**config.mk**
```make
export PLATFORM = sky130hd
export DESIGN_NAME = cit_cell
export DESIGN_NICKNAME = d
export VERILOG_FILES = /design/src/cit_pkg.sv /design/src/cit_cell.sv
export SDC_FILE = /design/constraint.sdc
export NUM_CORES = 1
export LEC_CHECK = 0
export ABC_AREA = 1
export BUFFER_PORTS_ARGS = -buffer_cell sky130_fd_sc_hd__buf_4
export CAP_MARGIN = 15
export CORE_MARGIN = 1
export CORE_UTILIZATION = 52
export DETAILED_ROUTE_END_ITERATION = 10
export PLACE_DENSITY = 0.76
export SLEW_MARGIN = 10
export SYNTH_ARGS = -nofsm -noshare
export SYNTH_HDL_FRONTEND = slang
export SYNTH_SLANG_ARGS = --single-unit
```
**constraint.sdc**
```tcl
create_clock -name clk -period 4.84 [get_ports clk]
set_clock_uncertainty 0.1 [all_clocks]
set_input_delay 0.484 -clock clk [delete_from_list [all_inputs] [get_ports clk]]
set_output_delay 0.484 -clock clk [all_outputs]
set_load 0.02 [all_outputs]
```
**src/cit_pkg.sv**
```systemverilog
// ----------------------------------------------------------------------------
// cit_pkg
// Shared constants, command codes and the beat type that travels along the
// row of slot cells.
// ----------------------------------------------------------------------------
`default_nettype none

package cit_pkg;

	localparam int SLOT_COUNT_DEF   = 16;
	localparam int MAX_ID_BYTES_DEF = 20;
	localparam int ID_BYTES_LIMIT   = 20;
	localparam int ID_BITS_LIMIT    = ID_BYTES_LIMIT * 8;

	localparam logic [2:0] CMD_FIND   = 3'd0;
	localparam logic [2:0] CMD_INSERT = 3'd1;
	localparam logic [2:0] CMD_REMOVE = 3'd2;
	localparam logic [2:0] CMD_REKEY  = 3'd3;
	localparam logic [2:0] CMD_ALT2   = 3'd4;

	// One command beat as it moves from cell to cell.
	typedef struct packed {
		logic                     valid;
		logic [2:0]               cmd;
		logic [7:0]               idx;
		logic [4:0]               len;
		logic [ID_BITS_LIMIT-1:0] data;
		logic                     done;
		logic                     ok;
		logic [7:0]               slot;
	} beat_t;

endpackage

`default_nettype wire

```
**src/cit_cell.sv**
```systemverilog
// ----------------------------------------------------------------------------
// cit_cell
// One slot of the table. Holds the live flag, the primary and both alternate
// IDs, acts on the passing beat if no earlier cell has claimed it, and hands
// the beat on to the next cell through its output register.
// ----------------------------------------------------------------------------
`default_nettype none

module cit_cell #(
	parameter int IDX          = 0,
	parameter int MAX_ID_BYTES = cit_pkg::MAX_ID_BYTES_DEF
) (
	input  wire logic          clk,
	input  wire logic          arst_n,
	input  wire cit_pkg::beat_t beat_i,
	output cit_pkg::beat_t      beat_q
);

	localparam int IdW = MAX_ID_BYTES * 8;

	logic           live_q;
	logic [4:0]     plen_q;
	logic [4:0]     a1len_q;
	logic [4:0]     a2len_q;
	logic [IdW-1:0] pri_q;
	logic [IdW-1:0] alt1_q;
	logic [IdW-1:0] alt2_q;

	logic [IdW-1:0] want;
	logic [IdW-1:0] mask;
	logic           act;
	logic           here;
	logic           len_ok;
	logic           pri_eq;
	logic           alt1_eq;
	logic           alt2_eq;
	logic           claim;
	logic           ok;
	logic           do_insert;
	logic           do_remove;
	logic           do_rekey;
	logic           do_alt2;
	cit_pkg::beat_t beat_d;

	assign want   = beat_i.data[IdW-1:0];
	assign act    = beat_i.valid && !beat_i.done;
	assign here   = (beat_i.idx == 8'(IDX));
	assign len_ok = (beat_i.len <= 5'(MAX_ID_BYTES));

	// Byte mask over the requested length.
	always_comb begin
		for (int k = 0; k < MAX_ID_BYTES; k++) begin
			mask[k*8 +: 8] = (5'(k) < beat_i.len) ? 8'hFF : 8'h00;
		end
	end

	// Compare the key against each stored ID over its length.
	assign pri_eq  = (plen_q == beat_i.len) && (((pri_q ^ want) & mask) == '0);
	assign alt1_eq = (a1len_q != 5'd0) && (a1len_q == beat_i.len)
		&& (((alt1_q ^ want) & mask) == '0);
	assign alt2_eq = (a2len_q != 5'd0) && (a2len_q == beat_i.len)
		&& (((alt2_q ^ want) & mask) == '0);

	// Decide whether this cell takes the beat.
	always_comb begin
		claim     = 1'b0;
		ok        = 1'b0;
		do_insert = 1'b0;
		do_remove = 1'b0;
		do_rekey  = 1'b0;
		do_alt2   = 1'b0;
		if (act) begin
			unique case (beat_i.cmd)
				cit_pkg::CMD_FIND: begin
					claim = live_q && (pri_eq || alt1_eq || alt2_eq);
					ok    = claim;
				end
				cit_pkg::CMD_INSERT: begin
					do_insert = !live_q && len_ok;
					claim     = do_insert;
					ok        = do_insert;
				end
				cit_pkg::CMD_REMOVE: begin
					do_remove = here;
					claim     = here;
					ok        = here;
				end
				cit_pkg::CMD_REKEY: begin
					do_rekey = here && len_ok;
					claim    = here;
					ok       = do_rekey;
				end
				cit_pkg::CMD_ALT2: begin
					do_alt2 = here && len_ok;
					claim   = here;
					ok      = do_alt2;
				end
				default: begin
					claim = 1'b0;
				end
			endcase
		end
	end

	// Live flag and alternate lengths.
	always_ff @(posedge clk or negedge arst_n) begin
		if (!arst_n) begin
			live_q  <= 1'b0;
			a1len_q <= 5'd0;
			a2len_q <= 5'd0;
		end else begin
			if (do_insert) begin
				live_q  <= 1'b1;
				a1len_q <= 5'd0;
				a2len_q <= 5'd0;
			end
			if (do_remove) begin
				live_q <= 1'b0;
			end
			if (do_rekey) begin
				a1len_q <= plen_q;
			end
			if (do_alt2) begin
				a2len_q <= beat_i.len;
			end
		end
	end

	// ID bytes and primary length.
	always_ff @(posedge clk) begin
		if (do_insert || do_rekey) begin
			pri_q  <= want;
			plen_q <= beat_i.len;
		end
		if (do_rekey) begin
			alt1_q <= pri_q;
		end
		if (do_alt2) begin
			alt2_q <= want;
		end
	end

	// Mark the beat as taken when this cell claims it.
	always_comb begin
		beat_d = beat_i;
		if (claim) begin
			beat_d.done = 1'b1;
			beat_d.ok   = ok;
			beat_d.slot = (ok && (beat_i.cmd == cit_pkg::CMD_FIND
				|| beat_i.cmd == cit_pkg::CMD_INSERT)) ? 8'(IDX) : 8'd0;
		end
	end

	// Hand the beat on to the next cell.
	always_ff @(posedge clk or negedge arst_n) begin
		if (!arst_n) begin
			beat_q <= '0;
		end else begin
			beat_q <= beat_d;
		end
	end

endmodule

`default_nettype wire

```
Word level (Yosys, flattened, before mapping)
Index checks and enable logic that the tools add are counted.

Eq/ne operators: 7. $lt $le $gt $ge: 21. Muxes and demuxes: 38. Reduce and logical (&&, ||, !) cells: 26. Bitwise logic cells: 6.

Operators by type and width (count): 160-bit bitwise AND (3); 160-bit logical NOT (3); 160-bit XOR (3); 8-bit 2-to-1 mux (20); 4-bit by 5-bit < comparator with 1-bit output, first input constant (8); 3-bit by 5-bit < comparator with 1-bit output, first input constant (4); 5-bit < comparator, first input constant (4); 5-bit equality test (3); 5-bit 2-to-1 mux (3); 1-bit 2-to-1 mux (12); 1-bit by 5-bit < comparator with 1-bit output, first input constant (2); 2-bit by 5-bit < comparator with 1-bit output, first input constant (2); 10-bit 2-to-1 mux (1); 5-bit nonzero test (2); 1-bit logical AND (9); 8-bit logical NOT (1); 3-bit by 2-bit equality test with 1-bit output, second input constant (2); 2-bit nonzero test (3); 5-bit less-or-equal comparator, second input constant (1); 1-bit one-hot mux with 4 select lines (1); 3-bit by 1-bit equality test with 1-bit output, second input constant (1); 3-bit equality test, second input constant (1); 3-bit logical NOT (1); 1-bit logical OR (3); 4 further kinds (5).

Input port bits: 189. Output and inout port bits: 187. Word-level logic and storage cells: 113. Register bits after elaboration: 683.

Logic depth before layout (Yosys ltp)
Depth after elaboration: 11. Mapped depth: 19. Gate-level depth less buffers: 19.

Worst setup path before layout
No wires, ideal clock.

Kind: input-to-reg. Start: input beat_i[176] (netlist bit). End: register plen_q[0] (enable). Buffers on the path: 0. Arrival time: 12.902 ns. Path slack: -8.695 ns. Stages: 8. Library setup time: 0.532 ns. Required time: 4.208 ns. Cell sequence: nor4_1 -> and2_1 -> nand2_1 -> nor4_1 -> inv_1 -> nor2_1 -> inv_1 -> nand2_1.

Cells in the longest elaborated chain, start to end: 5.

RTL lines: start, declared (line cit_cell.sv:15) `input wire cit_pkg::beat_t beat_i,`; 8-bit logical NOT (line cit_cell.sv:47) `assign here = (beat_i.idx == 8'(IDX));`; 1-bit logical AND (line cit_cell.sv:89) `do_rekey = here && len_ok;`; 1-bit 2-to-1 mux (line cit_cell.sv:73) `unique case (beat_i.cmd)`; 1-bit 2-to-1 mux (line cit_cell.sv:72) `if (act) begin`; net do_rekey (line cit_cell.sv:41) `logic do_rekey;`; 1-bit logical OR (line cit_cell.sv:131) `if (do_insert || do_rekey) begin`; end signal, assigned (line cit_cell.sv:133) `plen_q <= beat_i.len;`; end, declared (line cit_cell.sv:22) `logic [4:0] plen_q;`.

The timed path passes the listed nets, and every way through them passes these cells. A chain may end at the register's enable or synchronous reset.

Worst setup path after layout
Start: input beat_i[172] (netlist bit). End: register alt2_q[133] (enable).

Cells in the longest elaborated chain, start to end: 4.

RTL lines: 5-bit less-or-equal comparator (line cit_cell.sv:48) `assign len_ok = (beat_i.len <= 5'(MAX_ID_BYTES));`; 1-bit logical AND (line cit_cell.sv:94) `do_alt2 = here && len_ok;`; 1-bit 2-to-1 mux (line cit_cell.sv:73); 1-bit 2-to-1 mux (line cit_cell.sv:72); net do_alt2 (line cit_cell.sv:42) `logic do_alt2;`; end signal, assigned (line cit_cell.sv:139) `alt2_q <= want;`; end, declared (line cit_cell.sv:27) `logic [IdW-1:0] alt2_q;`.

The timed path passes the listed nets, and every way through them passes these cells.

==> key figures <==
Synth
  • Mapped cell area: 0.0285 mm2
  • Area contributors post-synth: edfxtp_1 51%, dfrtp_1 17%, nand2_1 14%, xnor2_1 5.9%, inv_1 5.2%
  • Yosys top cell by area: edfxtp_1
  • Mapped Cells: 2691
  • Post-synthesis cell type count: 29
  • Avg Synthesized Cell Area: 10.6 um2
  • Syn nets: 2880
  • Synthesized flop and latch total: 683
  • Synth top area share: 51.1%
  • Synth Area in Compound Gates: 0.988%
  • Post-synthesis sequential area ratio: 68.5%
  • Synth Area in XOR/XNOR: 7.44%
  • Syn. warnings: 0
  • Largest family of logic cells by synthesized area: simple AND/OR/NAND/NOR gates
  • Post-synthesis simple-gate area fraction: 17.7%
  • Synth Area in Adders: 0%
  • Post-synthesis mux area share: 0%

Timing
  • RSZ-0062 raised after global routing: no
  • Fin crit share: 72.3%
  • Max Freq: 0.286 GHz
  • Hold Fails Final Rpt: 0
  • Hold slack: 0.0513 ns
  • Max-slew violation count: 0
  • # setup viols final: 0
  • Setup TNS: 0 ns
  • Fin crit period: 3.50 ns
  • Measured slew at the worst slew-check pin: 1.05 ns
  • Worst rel slew slack: 30.2%

Setup path
  • Setup crit start: beat_i[172]
  • Crit-path leading delay family: buffers and inverters
  • WP data arrival: 3.70 ns
  • RR Startpoint: live_q$_DFFE_PN0P_
  • Crit path buffers/inverters: 5
  • Slowest CP cell: clkinvlp_4
  • Crit path capture type: register
  • Critical Path RT: 5.04 ns
  • Most used cell, CP: nand2_1
  • Crit Path Category: in2reg
  • CP Launch Type: input pin
  • Worst-path fanout max: 30
  • Crit-path cells: dlygate4sd3_1 -> buf_4 -> nand2_1 -> a21oi_1 -> inv_1 -> nand2_1 -> nor2_1 -> nand2_1 -> clkinvlp_4 -> buf_4
  • Max stage delay on crit path: 0.78 ns

Cells and area
  • Most common cell after layout, fill and taps aside: nand2_1
  • Fillers: 3772
  • Layout cells sized above 1: 14.7%
  • Core occupancy in the finished layout: 67.2%
  • Fin area: 0.0363 mm2
  • Most frequent cells in the layout: 1096 x nand2_1, 485 x edfxtp_1, 392 x inv_1
  • Final #Nets: 3509
  • Synth-to-Final Area Change: 27.4%

Global routing
  • Largest net degree at the start of global routing: 164
  • Vias in the first global route: 20.2k
  • GR Overflow Total: 0
  • Initial antenna violation count: 4
  • Wire length of the first global-routing pass: 107 mm
  • Gr usage total: 24.5%

Power
  • Lkg Pwr: 16.3 nW
  • Power, Total: 0.0126 W
  • PwrDens: 347 mW/mm2
  • Worst vdd ir: 0.000229 V

Floorplanning
  • Core Area: 0.0540 mm2
  • Die footprint: 0.0558 mm2
  • Die Ht: 236 um
  • Num rows: 85
  • Die width: 236 um
  • Starting Density: 52.8%
  • Num ports: 376

Clocking
  • Clock sink count: 683
  • TritonCTS clock tree: built
  • CTS buffer count: 70
  • Longest Clk Path Bufs: 3
  • Post-CTS resize count: 0
  • Root Driver: clkbuf_16
  • CTS clk-pin slew, worst paths: 0.06 ns
  • Htree depth: 3
  • Clock Latency Late Sink: 0.60 ns

Route
  • Drt first-iter violations: 1293
  • Final antenna-violating net count: 0
  • Drt total wl: 66.9 mm
  • Post-route DRC: 0
  • Via count: 19.7k
  • First-pass iteration count of the detailed router: 8
  • Wire per inst: 16.4 um
  • Via density: 4.83

Min path
  • Worst Hold Class: in2reg
  • HP Start: beat_i[5]

Placement
  • DP Wirelength: 42.8 mm
  • DP Area: 0.0323 mm2
  • Routability cong.: 0.861
  • Buffers on Ports: 375

Job
  • Maxcap violations: 0

Run status
  • Status: finished, final reports clean
[synthesized netlist by cell type]
cell      instances
or2_2             7
nor3_1           19
nand2_2           1
nand4_1          10
buf_4             1
buf_2             4
nand3_1          24
a31oi_1           2
a21oi_2           1
a21oi_1          11
a21boi_0          7
nand2_1        1097
nor4_1            3
o22ai_1           2
and2_1            2
o21ai_0          22
edfxtp_1        485
o21ai_1           3
buf_6             1
inv_1           393
nor2_4            1
nand3_2           1
inv_2             2
nor2_1          148
xnor2_1         193
clkbuf_1          2
dfrtp_1         198
a21boi_1          2
xor2_1           49
[report_power, final]
group          internal [W]  switching, W  total (W)
combinational      0.000441      0.000569    0.00101
sequential          0.00633     0.0000306    0.00636
clock               0.00305       0.00220    0.00525
total               0.00982       0.00280     0.0126
[per-stage QoR]
step | std cells | setup WS [ns]
2_1_floorplan | 2691 | -0.868
3_3_place_gp | 3763 | 1.37
3_5_place_dp | 3763 | 1.36
4_1_cts | 4069 | 1.44
5_1_grt | 4070 | 1.21
6_report | 4070 | 1.34
[logic make-up after synthesis]
family | Yosys count
buffers and inverters | 403
xor gates and xnor gates | 242
AOI/OAI and AO/OA | 50
DFF | 683
and+or+nand+nor | 1313
[per-layer routing]
| metal | wire (um) | part of all wire, % | GRT usage, % |
|---|---|---|---|
| met4 | 1840 | 2.7 | 8.93 |
| met5 | 28 | 0.042 | 0 |
| met2 | 33500 | 50 | 42.1 |
| met1 | 28000 | 42 | 31.0 |
| met3 | 3560 | 5.3 | 4.38 |
[registers in the layout, indices dropped and copies added, names as in the netlist]
register / count
live_q: 1
alt1_q: 160
a2len_q: 5
plen_q: 5
a1len_q: 5
alt2_q: 160
pri_q: 160
beat_q: 187
[repair_timing]
item,CTS,global route
hold endpoints to repair,382,0
buffers inserted,0,0
hold buffers,181,0
[worst paths after layout]
| path | endpoint | slack, ns | cells after the start |
|---|---|---|---|
| setup / recovery | alt2_q[133]$_DFFE_PP_ | 1.34 | 10 |
| hold / removal | beat_q[5]$_DFF_PN0_ | 0.05 | 2 |
| setup reg to reg | pri_q[83]$_DFFE_PP_ | 2.23 | 4 |
| hold reg to reg | alt1_q[11]$_DFFE_PP_ | 0.37 | 0 |
| max in group asynchronous | beat_q[73]$_DFF_PN0_ | 2.94 | 3 |
| min in group asynchronous | beat_q[14]$_DFF_PN0_ | 0.47 | 2 |
[cell type report]
class | instances | area, um2 | area share (%)
Antenna cell | 1 | 2.50 | 0.00689
Clock inverter | 16 | 113 | 0.310
Multi-Input combinational cell | 1605 | 7480 | 20.6
Timing Repair Buffer | 565 | 4750 | 13.1
Tap cell | 696 | 871 | 2.40
Sequential cell | 683 | 19500 | 53.7
Inverter | 395 | 1490 | 4.09
Clock buffer | 109 | 2100 | 5.79
No activity file was read; power rests on OpenSTA's default activity.
